[config.mk]
export PLATFORM = sky130hd
export DESIGN_NAME = sysex_request_and_data_set_framer_unit
export DESIGN_NICKNAME = d
export VERILOG_FILES = /design/src/rtl/core/sxf_pkg.sv /design/src/rtl/core/sysex_request_and_data_set_framer_unit.sv /design/src/rtl/core/sxf_ctrl.sv /design/src/rtl/core/sxf_datapath.sv
export SDC_FILE = /design/constraint.sdc
export NUM_CORES = 1
export LEC_CHECK = 0
export ABC_CLOCK_PERIOD_IN_PS = 2950
export BUFFER_PORTS_ARGS = -buffer_cell sky130_fd_sc_hd__buf_2
export CAP_MARGIN = 20
export CORE_UTILIZATION = 45
export CTS_CLUSTER_SIZE = 16
export DETAILED_ROUTE_END_ITERATION = 10
export PLACE_DENSITY = 0.75
export SLEW_MARGIN = 20
export SYNTH_ARGS = -nofsm -noshare
export SYNTH_HDL_FRONTEND = slang
export SYNTH_SLANG_ARGS = --single-unit
export TNS_END_PERCENT = 5
[constraint.sdc]
create_clock -name clk_i -period 2.95 [get_ports clk_i]
set_clock_uncertainty 0.05 [all_clocks]
set_input_delay 0.1475 -clock clk_i [delete_from_list [all_inputs] [get_ports clk_i]]
set_output_delay 0.1475 -clock clk_i [all_outputs]
set_load 0.02 [all_outputs]
[src/rtl/core/sxf_pkg.sv]
package sxf_pkg;

  localparam int unsigned ByteW   = 8;
  localparam int unsigned SumW    = 7;
  localparam int unsigned PosW    = 4;
  localparam int unsigned ReqW    = 7 * ByteW;
  localparam int unsigned CfgIdxW = 2;

  // fixed message bytes
  localparam logic [ByteW-1:0] SxStart  = 8'hF0;
  localparam logic [ByteW-1:0] SxMaker  = 8'h41;
  localparam logic [ByteW-1:0] SxCmdReq = 8'h11;
  localparam logic [ByteW-1:0] SxCmdSet = 8'h12;
  localparam logic [ByteW-1:0] SxEnd    = 8'hF7;

  // request kinds
  localparam logic KindRequest = 1'b0;
  localparam logic KindSet     = 1'b1;

  // configuration register indexes
  localparam logic [CfgIdxW-1:0] CfgIdxDevice = 2'd0;
  localparam logic [CfgIdxW-1:0] CfgIdxModel  = 2'd1;

  localparam logic [ByteW-1:0] DeviceIdReset = 8'd16;
  localparam logic [ByteW-1:0] ModelIdReset  = 8'd0;

  // byte positions within a message
  localparam logic [PosW-1:0] PosStart  = 4'd0;
  localparam logic [PosW-1:0] PosMaker  = 4'd1;
  localparam logic [PosW-1:0] PosDevice = 4'd2;
  localparam logic [PosW-1:0] PosModel  = 4'd3;
  localparam logic [PosW-1:0] PosCmd    = 4'd4;
  // position of the checksum byte, one past the payload
  localparam logic [PosW-1:0] PosChkReq = 4'd11;
  localparam logic [PosW-1:0] PosChkSet = 4'd9;

  typedef struct packed {
    logic load;
    logic advance;
  } dp_cmd_t;

  typedef struct packed {
    logic last;
  } dp_status_t;

endpackage

[src/rtl/core/sysex_request_and_data_set_framer_unit.sv]
// latency: first message byte is offered the cycle after the request is accepted
// a data request gives 13 bytes and a parameter change 11, one per cycle while the sink is ready
// a new request is taken only once the end byte of the current message has been sent
// and the state machine is back in idle
// reset: state machine idle, device id 16, model id 0
module sysex_request_and_data_set_framer_unit
  import sxf_pkg::*;
(
  input  logic               clk_i,
  input  logic               rst_ni,
  input  logic               s_axis_tvalid_i,
  output logic               s_axis_tready_o,
  // addr_high, addr_mid, addr_low, size_high, size_mid, size_low, param_value
  input  logic [ReqW-1:0]    s_axis_tdata_i,
  // kind
  input  logic               s_axis_tuser_i,
  output logic               m_axis_tvalid_o,
  input  logic               m_axis_tready_i,
  // msg_byte
  output logic [ByteW-1:0]   m_axis_tdata_o,
  output logic               m_axis_tlast_o,
  input  logic               cfg_valid_i,
  output logic               cfg_ready_o,
  input  logic [CfgIdxW-1:0] cfg_index_i,
  input  logic [ByteW-1:0]   cfg_data_i
);

  dp_cmd_t    cmd;
  dp_status_t status;
  logic [ReqW-1:0] req;

  assign cfg_ready_o = 1'b1;

  // held order, first byte sent on top; unused payload fields dropped
  assign req = (s_axis_tuser_i == KindSet) ?
    {s_axis_tdata_i[7:0], s_axis_tdata_i[15:8], s_axis_tdata_i[23:16],
     s_axis_tdata_i[55:48], 24'd0} :
    {s_axis_tdata_i[7:0], s_axis_tdata_i[15:8], s_axis_tdata_i[23:16],
     s_axis_tdata_i[31:24], s_axis_tdata_i[39:32], s_axis_tdata_i[47:40], 8'd0};

  sxf_ctrl u_ctrl (
    .clk_i       (clk_i),
    .rst_ni      (rst_ni),
    .in_valid_i  (s_axis_tvalid_i),
    .in_ready_o  (s_axis_tready_o),
    .out_valid_o (m_axis_tvalid_o),
    .out_ready_i (m_axis_tready_i),
    .status_i    (status),
    .cmd_o       (cmd)
  );

  sxf_datapath u_datapath (
    .clk_i       (clk_i),
    .rst_ni      (rst_ni),
    .cmd_i       (cmd),
    .status_o    (status),
    .kind_i      (s_axis_tuser_i),
    .req_i       (req),
    .cfg_we_i    (cfg_valid_i & cfg_ready_o),
    .cfg_index_i (cfg_index_i),
    .cfg_data_i  (cfg_data_i),
    .msg_byte_o  (m_axis_tdata_o),
    .last_o      (m_axis_tlast_o)
  );

endmodule

[src/rtl/core/sxf_ctrl.sv]
module sxf_ctrl
  import sxf_pkg::*;
(
  input  logic       clk_i,
  input  logic       rst_ni,
  input  logic       in_valid_i,
  output logic       in_ready_o,
  output logic       out_valid_o,
  input  logic       out_ready_i,
  input  dp_status_t status_i,
  output dp_cmd_t    cmd_o
);

  localparam logic StIdle = 1'b0;
  localparam logic StBusy = 1'b1;

  logic state_q, state_d;
  logic in_fire, out_fire;

  assign in_ready_o  = (state_q == StIdle);
  assign out_valid_o = (state_q == StBusy);
  assign in_fire     = in_valid_i & in_ready_o;
  assign out_fire    = out_valid_o & out_ready_i;

  assign cmd_o.load    = in_fire;
  assign cmd_o.advance = out_fire;

  always_comb begin
    state_d = state_q;
    case (state_q)
      StIdle: begin
        if (in_fire) state_d = StBusy;
      end
      StBusy: begin
        if (out_fire && status_i.last) state_d = StIdle;
      end
      default: state_d = StIdle;
    endcase
  end

  always_ff @(posedge clk_i or negedge rst_ni) begin
    if (!rst_ni) begin
      state_q <= StIdle;
    end else begin
      state_q <= state_d;
    end
  end

  a_no_overlap: assert property (@(posedge clk_i) disable iff (!rst_ni)
    !(in_ready_o && out_valid_o))
    else $error("input and output sides open together");

  a_load_starts: assert property (@(posedge clk_i) disable iff (!rst_ni)
    in_fire |=> out_valid_o)
    else $error("accepted request did not start a message");

  a_last_ends: assert property (@(posedge clk_i) disable iff (!rst_ni)
    (out_fire && status_i.last) |=> in_ready_o)
    else $error("message did not close after last byte");

  a_busy_holds: assert property (@(posedge clk_i) disable iff (!rst_ni)
    (out_valid_o && !out_fire) |=> out_valid_o)
    else $error("message dropped while stalled");

endmodule

[src/rtl/core/sxf_datapath.sv]
module sxf_datapath
  import sxf_pkg::*;
(
  input  logic               clk_i,
  input  logic               rst_ni,
  input  dp_cmd_t            cmd_i,
  output dp_status_t         status_o,
  input  logic               kind_i,
  input  logic [ReqW-1:0]    req_i,
  input  logic               cfg_we_i,
  input  logic [CfgIdxW-1:0] cfg_index_i,
  input  logic [ByteW-1:0]   cfg_data_i,
  output logic [ByteW-1:0]   msg_byte_o,
  output logic               last_o
);

  logic [ByteW-1:0] device_q, model_q;
  logic [ReqW-1:0]  held_q;
  logic [SumW-1:0]  sum_q;
  logic [PosW-1:0]  pos_q;
  logic             kind_q;
  logic [PosW-1:0]  pos_chk;
  logic [SumW-1:0]  chk;
  logic             is_payload;
  logic [ByteW-1:0] top_byte;

  assign pos_chk  = (kind_q == KindSet) ? PosChkSet : PosChkReq;
  assign chk      = 7'd0 - sum_q;
  assign top_byte = held_q[ReqW-1 -: ByteW];

  always_comb begin
    msg_byte_o = SxEnd;
    last_o     = 1'b0;
    is_payload = 1'b0;
    case (pos_q)
      PosStart:  msg_byte_o = SxStart;
      PosMaker:  msg_byte_o = SxMaker;
      PosDevice: msg_byte_o = device_q;
      PosModel:  msg_byte_o = model_q;
      PosCmd:    msg_byte_o = (kind_q == KindSet) ? SxCmdSet : SxCmdReq;
      default: begin
        if (pos_q < pos_chk) begin
          msg_byte_o = top_byte;
          is_payload = 1'b1;
        end else if (pos_q == pos_chk) begin
          msg_byte_o = {1'b0, chk};
        end else begin
          msg_byte_o = SxEnd;
          last_o     = 1'b1;
        end
      end
    endcase
  end

  assign status_o.last = last_o;

  always_ff @(posedge clk_i or negedge rst_ni) begin
    if (!rst_ni) begin
      device_q <= DeviceIdReset;
      model_q  <= ModelIdReset;
    end else if (cfg_we_i) begin
      if (cfg_index_i == CfgIdxDevice) device_q <= cfg_data_i;
      if (cfg_index_i == CfgIdxModel)  model_q  <= cfg_data_i;
    end
  end

  always_ff @(posedge clk_i or negedge rst_ni) begin
    if (!rst_ni) begin
      pos_q  <= '0;
      sum_q  <= '0;
      kind_q <= KindRequest;
    end else if (cmd_i.load) begin
      pos_q  <= '0;
      sum_q  <= '0;
      kind_q <= kind_i;
    end else if (cmd_i.advance) begin
      pos_q <= last_o ? '0 : pos_q + 4'd1;
      if (is_payload) sum_q <= sum_q + top_byte[SumW-1:0];
    end
  end

  // payload bytes leave from the top of the shift register
  always_ff @(posedge clk_i) begin
    if (cmd_i.load) begin
      held_q <= req_i;
    end else if (cmd_i.advance && is_payload) begin
      held_q <= {held_q[ReqW-ByteW-1:0], {ByteW{1'b0}}};
    end
  end

  a_pos_range: assert property (@(posedge clk_i) disable iff (!rst_ni)
    pos_q <= PosChkReq + 4'd1)
    else $error("byte position beyond message end");

  a_load_clears: assert property (@(posedge clk_i) disable iff (!rst_ni)
    cmd_i.load |=> (pos_q == PosStart && sum_q == '0))
    else $error("load did not clear position and sum");

  a_byte_stable: assert property (@(posedge clk_i) disable iff (!rst_ni)
    (!cmd_i.load && !cmd_i.advance && !cfg_we_i) |=> $stable(msg_byte_o))
    else $error("output byte changed without a transaction");

endmodule

Yosys cells after proc, flatten, opt, wreduce, memory -nomap -nowiden
Cells that the tools add are included.
W data, S select, Z words.
{"block": "word_totals", "ff_bits": 85, "inputBits": 72}
{"block": "op_classes", "n_mux": 22, "addsub": 3, "n_lt_le_gt_ge": 1, "eq_ne": 6, "reduce_logical": 11, "n_bitwise": 3}
{"cell": "$mux W56", "count": 2}
{"cell": "$pmux W8 S5", "count": 1}
{"cell": "$mux W32", "count": 1}
{"cell": "$mux W7", "count": 3}
{"cell": "$mux W8", "count": 2}
{"cell": "$mux W4", "count": 3}
{"cell": "$eq A4 B2 Y1 const B", "count": 2}
{"cell": "$add A7 B7 Y7", "count": 1}
{"cell": "$mux W1", "count": 7}
{"cell": "$sub A1 B7 Y7 const A", "count": 1}
{"cell": "$reduce_and A2 Y1", "count": 3}
{"cell": "$reduce_bool A2 Y1", "count": 3}
{"cell": "$reduce_or A5 Y1", "count": 1}
{"cell": "$add A4 B1 Y4 const B", "count": 1}
{"cell": "$eq A4 B1 Y1 const B", "count": 1}
{"cell": "$eq A4 B3 Y1 const B", "count": 1}
{"cell": "$eq A4 B4 Y1", "count": 1}
{"cell": "$logic_not A4 Y1", "count": 1}
{"cell": "$lt A4 B4 Y1", "count": 1}
{"cell": "$mux W2", "count": 2}
{"cell": "$and A1 B1 Y1", "count": 2}
{"cell": "$eq A2 B1 Y1 const B", "count": 1}
{"cell": "$logic_and A1 B1 Y1", "count": 2}
{"cell": "$logic_not A2 Y1", "count": 1}
{"cell": "2 further kinds", "count": 2}

Depth between registers and ports, before layout
Gate-level depths: netlist of the first run.
{"block": "depth", "depth_word": 8, "depth_mapped": 8}

Modules after synthesis
Synthesis of the first run repeated with hierarchy kept, for this count alone.
{"block": "unflattened", "cells_unflattened": 346, "area_unflattened_um2": 4586.9}
{"mod": "sxf_datapath", "area_per_inst_um2": 4257.8, "instances": 1, "seq_area_each_um2": 2383.5, "cells_per_inst": 308}
{"mod": "sysex_request_and_data_set_framer_unit", "area_per_inst_um2": 259.0, "instances": 1, "seq_area_each_um2": 0.0, "cells_per_inst": 30}
{"mod": "sxf_ctrl", "area_per_inst_um2": 70.1, "instances": 1, "seq_area_each_um2": 25.0, "cells_per_inst": 8}

Worst setup path before layout of the first run
No wires, ideal clock.
{"block": "synth_path", "path_kind": "register to register", "startpoint": "register u_datapath.pos_q[1]", "endpoint": "register u_datapath.held_q[10], enable pin", "setup_ns": 0.407, "t_arrival_ns": 2.423, "path_stages_with_launch": 6, "path_slack_ns": 0.070, "path_cell_list": "dfrtp_1 > ha_1 > and2_4 > o31ai_4 > o2111ai_2 > nand2_1"}
{"block": "synth_via", "elab_chain_len": 5, "word_cells_on_any_way": 11, "classes_between": "order compare (1); eq/ne (4); mux (2); reduce/logical (4)"}
{"element": "start, declared", "line": "sxf_datapath.sv:20", "rtl": "logic [PosW-1:0] pos_q;"}
{"element": "start signal, assigned", "line": "sxf_datapath.sv:77", "rtl": "pos_q <= last_o ? '0 : pos_q + 4'd1;"}
{"element": "$lt A4 B4 Y1 (tied with other cells)", "line": "sxf_datapath.sv:42", "rtl": "if (pos_q < pos_chk) begin"}
{"element": "$mux W1 / $reduce_or A5 Y1 (equally long branches)"}
{"element": "$mux W1 *", "line": "sxf_datapath.sv:35", "rtl": "case (pos_q)"}
{"element": "$logic_and A1 B1 Y1 *", "line": "sxf_datapath.sv:86", "rtl": "end else if (cmd_i.advance && is_payload) begin"}
{"element": "$reduce_bool A2 Y1 (no line) *"}
{"element": "end signal, assigned", "line": "sxf_datapath.sv:85", "rtl": "held_q <= req_i;"}
{"element": "end signal, assigned", "line": "sxf_datapath.sv:87", "rtl": "held_q <= {held_q[ReqW-ByteW-1:0], {ByteW{1'b0}}};"}
{"element": "end, declared", "line": "sxf_datapath.sv:18", "rtl": "logic [ReqW-1:0] held_q;"}
Mark *: on every way between the ends. The rest lies on a longest branch, timed or not.
A chain may end at the register's enable or synchronous reset.

Worst setup path after layout of the first run
{"block": "layout_path", "startpoint": "register u_datapath.pos_q[0]", "endpoint": "output port m_axis_tdata_o[5]"}
{"block": "layout_via", "elab_chain_len": 4, "word_cells_on_any_way": 10, "classes_between": "order compare (1); eq/ne (5); mux (3); reduce/logical (1)"}
{"element": "branches (longest 3 deep; another with $lt A4 B4 Y1)"}
{"element": "$pmux W8 S5 *", "line": "sxf_datapath.sv:35"}
{"element": "end, declared", "line": "sysex_request_and_data_set_framer_unit.sv:20", "rtl": "output logic [ByteW-1:0] m_axis_tdata_o,"}
Every way passes the cells marked *.

==> results.json, run 1 <==
{
  "timing.final.setup_violations": 0,
  "drt-pass1-iter-count": 4,
  "avgSynthCellArea_um2": 10.5,
  "critPathMaxFanout": 8,
  "worstSkewPairLatency_ns": 0.34,
  "floorplan.die.width_um": 96.9,
  "final_routed_drc_violation_total": 0,
  "io-pin-count": 84,
  "fin_setup_tns_ns": 0,
  "tritoncts_num_sinks": 77,
  "fp-row-count": 34,
  "hold-path-endpoint": "u_datapath.held_q[41]",
  "power_leakage_nw": 2.14,
  "critical_path_cell_sequence": "inv_1, ha_1, or3_1, a21oi_1, nor2_1, nor2_1, a32oi_1, buf_2",
  "finalWeightedCongestion": 0.810,
  "grt_pass1_vias": 3015,
  "worstSetupEndpointType": "output pin",
  "design.final.nets": 560,
  "post-dp-hpwl_mm": 5.88,
  "timing.slew.headroom_pct": 54.3,
  "vdd.ir_drop.worst_uv": 321,
  "hold_start": "s_axis_tdata_i[9]",
  "routed-via-count": 3064,
  "finish.cell_count_without_fillers": 587,
  "initialDrtViolationCount": 191,
  "crit_type": "register to output pin",
  "core_outline_area_um2": 8720,
  "synth-seq-area-share_pct": 53.5,
  "maximum_number_of_pins_on_one_net_before_global_route_repair": 53,
  "maxSlewViolCount": 0,
  "worst_path_max_stage_delay_ns": 0.48,
  "powerDensity_nw_per_um2": 899,
  "synthCells": 387,
  "synth.lib_cells_used.distinct": 53,
  "cts_htree_levels": 3,
  "synth_seq_cells": 77,
  "grt_setup_unrepaired": "no",
  "global_route.usage.total_pct": 18.7,
  "tritoncts": "done",
  "number_of_max_cap_violations": 0,
  "detail-route-antenna-nets": 0,
  "worst-endpoint-required_ns": 2.75,
  "critical_path.reg2reg.endpoint": "u_datapath.held_q[23]",
  "share_of_async_settable_or_async_resettable_flops_after_synthesis_pct": 37.7,
  "layout_min_cycle_time_ns": 2.55,
  "critPathLaunchType": "register",
  "postRouteWirelength_mm": 8.36,
  "global_route_wire_length_before_repair_mm": 13.9,
  "critical_path.reg2reg.startpoint": "u_datapath.pos_q[1]",
  "final_core_utilization_pct": 56.0,
  "drt-vias-per-instance": 5.22,
  "totalPowerFinal_w": 0.00439,
  "placement.io_buffers": 82,
  "drive_gt1_share_pct": 26.9,
  "path_delay_family": "simple AND/OR/NAND/NOR gates",
  "syn_to_final_growth_pct": 20.5,
  "number_of_enable_flip_flop_cells_after_synthesis": 48,
  "cell_depth_of_the_worst_flop_to_flop_path": 6,
  "cpMaxStageDelayCell": "sky130_fd_sc_hd__dfrtp_1",
  "ctsRootBufferMaster": "sky130_fd_sc_hd__clkbuf_8",
  "worst_hold_path_type": "input pin to register",
  "antenna_found_initial": 0,
  "yosys_warnings": 0,
  "hold_ws_ns": 0.0173,
  "register_area_um2": 2170,
  "outcome": "complete, no violations",
  "crit_top_cell": "sky130_fd_sc_hd__nor2_1",
  "tightestPinTransition_ns": 0.686,
  "crit_arrival_ns": 2.36,
  "cp_num_buf_inv": 2,
  "post-route-period-util_pct": 86.6,
  "synth-main-ff-cell": "sky130_fd_sc_hd__edfxtp_1",
  "hold_depth": 3,
  "placedCellCount": 563,
  "route.detailed.wl_per_inst_um": 14.2,
  "die_h_um": 96.9,
  "antenna_cells": 0,
  "clkTransAtPathRegs_ns": 0.08,
  "postSynthNetCount": 472,
  "cts.path.max_buffers": 2,
  "area_of_combinational_cells_with_multiple_inputs_um2": 1770,
  "initial_utilization_pct": 46.5,
  "clock.fmax_mhz": 391,
  "cts-buffers-inserted": 9,
  "fp.dieArea_um2": 9400,
  "cts_post_setup_buffers_inserted": 0,
  "regToRegSetupSlack_ns": 0.67,
  "report.final.hold_viol_count": 0,
  "number_of_inserted_filler_cells_in_the_final_layout": 743,
  "grt_overflow_total": 0,
  "mappedNetlistArea_um2": 4060
}
## metal layers
metal | track usage, % | share of wire (%)
met4 | 7.00 | 1.6
met3 | 5.35 | 4.8
met2 | 31.3 | 50
met1 | 23.1 | 44
met5 | 0 | 0
## worst max-delay path by stage
stage | start | endpoint | slack, ns | depth (start not counted)
after floorplan | u_datapath.pos_q[1] | u_datapath.held_q[10] | 0.07 | 5
after global placement | u_datapath.pos_q[1] | u_datapath.held_q[10] | 0.75 | 6
after detailed placement | u_datapath.pos_q[1] | u_datapath.held_q[32] | 0.70 | 6
after CTS | u_datapath.pos_q[0] | m_axis_tdata_o[5] | 0.38 | 8
after global routing | u_datapath.pos_q[0] | m_axis_tdata_o[5] | 0.21 | 8
final | u_datapath.pos_q[0] | m_axis_tdata_o[5] | 0.40 | 8
## registers in the layout, summed over array words and instances, names as in the netlist
register,flops
u_datapath.device_q,8
u_datapath.sum_q,7
u_datapath.pos_q,4
u_ctrl.out_valid_o,1
u_datapath.held_q,48
u_datapath.kind_q,1
u_datapath.model_q,8
## Yosys cell counts (all sizes together), types with 2 or more instances
library cell / number / area [um^2]
nand3: 5 / 25.0
a221oi: 2 / 17.5
nor3: 3 / 15.0
a21oi: 17 / 85.1
o21ai: 13 / 65.1
nand3b: 10 / 75.1
mux2i: 14 / 140
xor2: 4 / 35.0
dfrtp: 28 / 701
buf: 15 / 82.6
inv: 10 / 37.5
and2: 11 / 71.3
o31a: 2 / 18.8
mux2: 16 / 180
clkbuf: 3 / 11.3
a22oi: 6 / 45.0
nor3b: 4 / 35.0
a211oi: 4 / 35.0
nand2: 104 / 390
edfxtp: 48 / 1440
nor2: 23 / 88.8
nor2b: 5 / 31.3
o22ai: 4 / 25.0
xnor2: 4 / 35.0
o31ai: 3 / 36.3
ha: 12 / 150
## cells by family (layout without fill, tap and decap cells)
family	count (synthesis)	after routing	synth area share, %
AND/OR/NAND/NOR	167	167	18.4
multiplexers	30	30	7.90
buffers and inverters	28	120	3.24
adder cells (fa/ha/maj)	13	13	4.20
flip-flops	77	77	53.5
XOR/XNOR	8	8	1.73
other	1	1	0.0925
AO/OA/AOI/OAI	63	63	11.0
## area by class of cell
type / instances / share of cell area (%)
sequential: 77 / 44.4
tap: 108 / 2.77
clock buffer: 9 / 2.54
inverter: 10 / 0.768
clock inverter: 6 / 2.28
timing repair buffer: 95 / 11.1
multi-input combinational: 282 / 36.1
## per-stage QoR
step	instance area (um^2)	setup slack [ns]
after CTS	4880	0.383
final	4880	0.395
after detailed placement	4560	0.695
after floorplan	4060	0.0701
after global placement	4560	0.753
after global routing	4880	0.209
## cell usage in the layout, fill, tap and decap left out, types with 12 or more instances in the layout
master,n
sky130_fd_sc_hd__nand2_1,103
sky130_fd_sc_hd__buf_2,82
sky130_fd_sc_hd__edfxtp_1,48
sky130_fd_sc_hd__dfrtp_1,28
sky130_fd_sc_hd__nor2_1,22
sky130_fd_sc_hd__a21oi_1,17
sky130_fd_sc_hd__mux2_2,16
sky130_fd_sc_hd__mux2i_1,14
sky130_fd_sc_hd__o21ai_0,12
sky130_fd_sc_hd__ha_1,12
## timing repair
| item | CTS | global route |
|---|---|---|
| gates resized for setup | 0 | 0 |
| hold endpoints to repair | 44 | 0 |
| hold buffers | 9 | 0 |
## report_power, final
part	switching, W	total (W)	leakage (nW)	internal (W)
combinational	0.000990	0.00171	1.24	0.000718
sequential	0.000221	0.00173	0.785	0.00151
clock	0.000390	0.000949	0.116	0.000559
total	0.00160	0.00439	2.14	0.00279
## worst reg2reg max path: cells and delay by family, from the launching register on
family          cells  cell delay, ns
buf+inv             1            0.25
compound gates      2            0.52
simple gates        2            0.35
fa+ha+maj           1            0.31
flops               1            0.45
Power figures use the tool's default switching activity.
==> run 2: changes to the inputs <==
--- a/config.mk
+++ b/config.mk
@@ -5,6 +5,7 @@
 export SDC_FILE = /design/constraint.sdc
 export NUM_CORES = 1
 export LEC_CHECK = 0
+export ABC_AREA = 1
 export ABC_CLOCK_PERIOD_IN_PS = 2950
 export BUFFER_PORTS_ARGS = -buffer_cell sky130_fd_sc_hd__buf_2
 export CAP_MARGIN = 20
==> run 2 against run 1 <==
Cell count rose by 16%. Sequential power rose by 3%. Global-route usage rose by 0.57 points. Routed wire length rose by 2.0%. Sequential share of layout area rose by 0.75 points. Final area fell by 1.7%. Die area rose by 0.18%. Total power rose by 3.3%. Register-to-register slack barely moved. Count of clock-buffer cells in the layout did not move. Critical path type unchanged. Via count rose by 10%.
==> results.json, run 2 <==
{
  "tightestPinTransition_ns": 0.683,
  "drt-vias-per-instance": 4.96,
  "layout_min_cycle_time_ns": 2.32,
  "worst-endpoint-required_ns": 2.75,
  "io-pin-count": 84,
  "fp.dieArea_um2": 9410,
  "grt_pass1_vias": 3217,
  "global_route.usage.total_pct": 19.3,
  "powerDensity_nw_per_um2": 944,
  "post-route-period-util_pct": 78.5,
  "placement.io_buffers": 82,
  "cts.path.max_buffers": 2,
  "critPathLaunchType": "register",
  "hold_start": "s_axis_tdata_i[20]",
  "totalPowerFinal_w": 0.00454,
  "drt-pass1-iter-count": 5,
  "most_flops_register": "u_datapath.held_q",
  "critical_path.reg2reg.startpoint": "u_datapath.pos_q[0]",
  "grt_setup_unrepaired": "no",
  "synth_most_common_cell": "sky130_fd_sc_hd__nand2_1",
  "maxSlewViolCount": 0,
  "floorplan.die.width_um": 97.0,
  "detail-route-antenna-nets": 0,
  "crit_arrival_ns": 2.12,
  "simple_gate_portion_of_the_synthesized_area_pct": 27.6,
  "worstSkewPairLatency_ns": 0.34,
  "crit_type": "register to output pin",
  "synth_seq_cells": 77,
  "tritoncts_num_sinks": 77,
  "global_route_wire_length_before_repair_mm": 14.6,
  "critPathMaxFanout": 6,
  "postSynthNetCount": 568,
  "final_routed_drc_violation_total": 0,
  "final_common_cell": "sky130_fd_sc_hd__nand2_1",
  "layout.cells.most_common_list": "sky130_fd_sc_hd__nand2_1, sky130_fd_sc_hd__buf_2, sky130_fd_sc_hd__inv_1, sky130_fd_sc_hd__edfxtp_1, sky130_fd_sc_hd__nand3_1",
  "core_outline_area_um2": 8720,
  "synth-main-ff-cell": "sky130_fd_sc_hd__edfxtp_1",
  "number_of_enable_flip_flop_cells_after_synthesis": 48,
  "avgSynthCellArea_um2": 8.41,
  "routed-via-count": 3377,
  "share_of_async_settable_or_async_resettable_flops_after_synthesis_pct": 37.7,
  "design.final.nets": 653,
  "finalWeightedCongestion": 0.895,
  "antenna_cells": 0,
  "worstSetupEndpointType": "output pin",
  "outcome": "complete, no violations",
  "synthCells": 483,
  "antenna_found_initial": 0,
  "top_regs": "u_datapath.held_q: 48 flops, u_datapath.device_q: 8 flops, u_datapath.model_q: 8 flops",
  "vdd.ir_drop.worst_uv": 418,
  "worstSetupStartpoint": "u_datapath.pos_q[0]",
  "die_h_um": 97.0,
  "drive_gt1_share_pct": 20.1,
  "fp-row-count": 34,
  "timing.slew.headroom_pct": 54.4,
  "synth.lib_cells_used.distinct": 32,
  "worst_hold_path_type": "input pin to register",
  "tritoncts": "done",
  "route.detailed.wl_per_inst_um": 12.5,
  "combinational_family_with_the_most_area_after_synthesis": "simple AND/OR/NAND/NOR gates",
  "clkTransAtPathRegs_ns": 0.09,
  "mappedNetlistArea_um2": 4060,
  "synthTopCellsByArea": "sky130_fd_sc_hd__edfxtp_1, sky130_fd_sc_hd__dfrtp_1, sky130_fd_sc_hd__nand2_1",
  "cts_htree_levels": 3,
  "syn_to_final_growth_pct": 18.2,
  "clock.fmax_mhz": 432,
  "synth_largest_area_cell": "sky130_fd_sc_hd__edfxtp_1",
  "maximum_number_of_pins_on_one_net_before_global_route_repair": 43,
  "synthTopCellsByCount": "sky130_fd_sc_hd__nand2_1, sky130_fd_sc_hd__inv_1, sky130_fd_sc_hd__edfxtp_1, sky130_fd_sc_hd__nand3_1, sky130_fd_sc_hd__nor2_1",
  "synth-seq-area-share_pct": 53.4,
  "synth_top_area_share_pct": 35.5,
  "synthXorXnorAreaFrac_pct": 0.647,
  "post_synth_fa_ha_maj_area_fraction_pct": 4.19,
  "initialDrtViolationCount": 182,
  "synthesized_area_fraction_occupied_by_ao_oa_aoi_and_oai_cells_pct": 7.42,
  "cts-buffers-inserted": 9,
  "report.final.hold_viol_count": 0,
  "yosys_warnings": 0,
  "power_leakage_nw": 2.37,
  "timing.final.setup_violations": 0,
  "synth_mux_area_share_pct": 0,
  "initial_utilization_pct": 46.6,
  "largest_register_ff_count": 48,
  "ctsRootBufferMaster": "sky130_fd_sc_hd__clkbuf_8",
  "fin_setup_tns_ns": 0,
  "post-dp-hpwl_mm": 6.29,
  "number_of_max_cap_violations": 0,
  "postRouteWirelength_mm": 8.53,
  "grt_overflow_total": 0
}
==> run 2: cell types whose count changed in the layout (fill, tap and decap cells not counted), sizes merged, moves of 11 or more <==
cell	delta
mux2i	-14
nor2	+11
and2	-11
mux2	-16
o21ai	+13
nand2	+79
inv	+48
nand3	+37
==> run 2: worst paths after layout <==
kind,to,slack (ns),cells after the start
worst max-delay path,m_axis_tdata_o[4],0.63,8
worst min-delay path,u_datapath.held_q[36],0.02,3
worst max register to register,u_datapath.held_q[32],0.66,8
worst min register to register,u_datapath.device_q[1],0.44,2
max in group asynchronous,u_datapath.kind_q,2.10,2
min in group asynchronous,u_datapath.device_q[3],0.32,2
==> run 2: logic make-up after synthesis <==
kind of cell	Yosys count
buf+inv	70
xor+xnor	3
other cells	1
fa+ha+maj	13
simple gates	269
compound gates	50
flops	77
==> run 2: stage by stage <==
step / hold slack (ns) / cell area [um^2] / setup WS, ns / instances / utilization, %
global route: 0.0216 / 4800 / 0.428 / 681 / 55.1
detailed placement: 0.161 / 4580 / 0.667 / 662 / 52.5
finish: 0.0150 / 4800 / 0.633 / 681 / 55.1
global placement: 0.156 / 4580 / 0.743 / 662 / 52.5
CTS: 0.00517 / 4800 / 0.643 / 681 / 55.1
floorplan: -0.198 / 4060 / 0.355 / 483 / -
==> run 2: what timing repair did <==
action | CTS | global route
hold endpoints to repair | 30 | 0
gates resized for setup | 0 | 0
hold buffers | 3 | 0
buffers inserted | 0 | 0
==> run 2: final cells by class <==
| cell class | instances | area (um^2) |
|---|---|---|
| clock buffers | 9 | 124 |
| clock inverters | 7 | 72.6 |
| fillers | 782 | 3920 |
| inverters | 57 | 214 |
| multi-input cells | 336 | 1620 |
| flip-flops and latches | 77 | 2170 |
| well taps | 108 | 135 |
| repair buffers | 87 | 468 |
==> run 2: worst max-delay path, stage by stage, from the launching register on <==
cell                      delay, ns
sky130_fd_sc_hd__dfrtp_1       0.43
sky130_fd_sc_hd__inv_1         0.11
sky130_fd_sc_hd__ha_1          0.26
sky130_fd_sc_hd__o21ai_1       0.23
sky130_fd_sc_hd__nand3_2       0.16
sky130_fd_sc_hd__inv_1         0.19
sky130_fd_sc_hd__nor2_1        0.07
sky130_fd_sc_hd__a21oi_1       0.15
sky130_fd_sc_hd__buf_2         0.19
==> run 2: routing by layer <==
metal  up-vias  global-route usage [%]  part of all wire (%)
li1       1737                       -                     -
met1      1526                    25.5                    45
met2        96                    32.0                    48
met3        18                    2.89                   4.6
met4         0                    7.46                   2.1
met5         -                       0                     0
==> run 2: where the power goes <==
group	switching (W)	total (W)	internal, W
Sequential	0.000202	0.00178	0.00158
Combinational	0.00126	0.00196	0.000698
Clock	0.000403	0.000797	0.000394
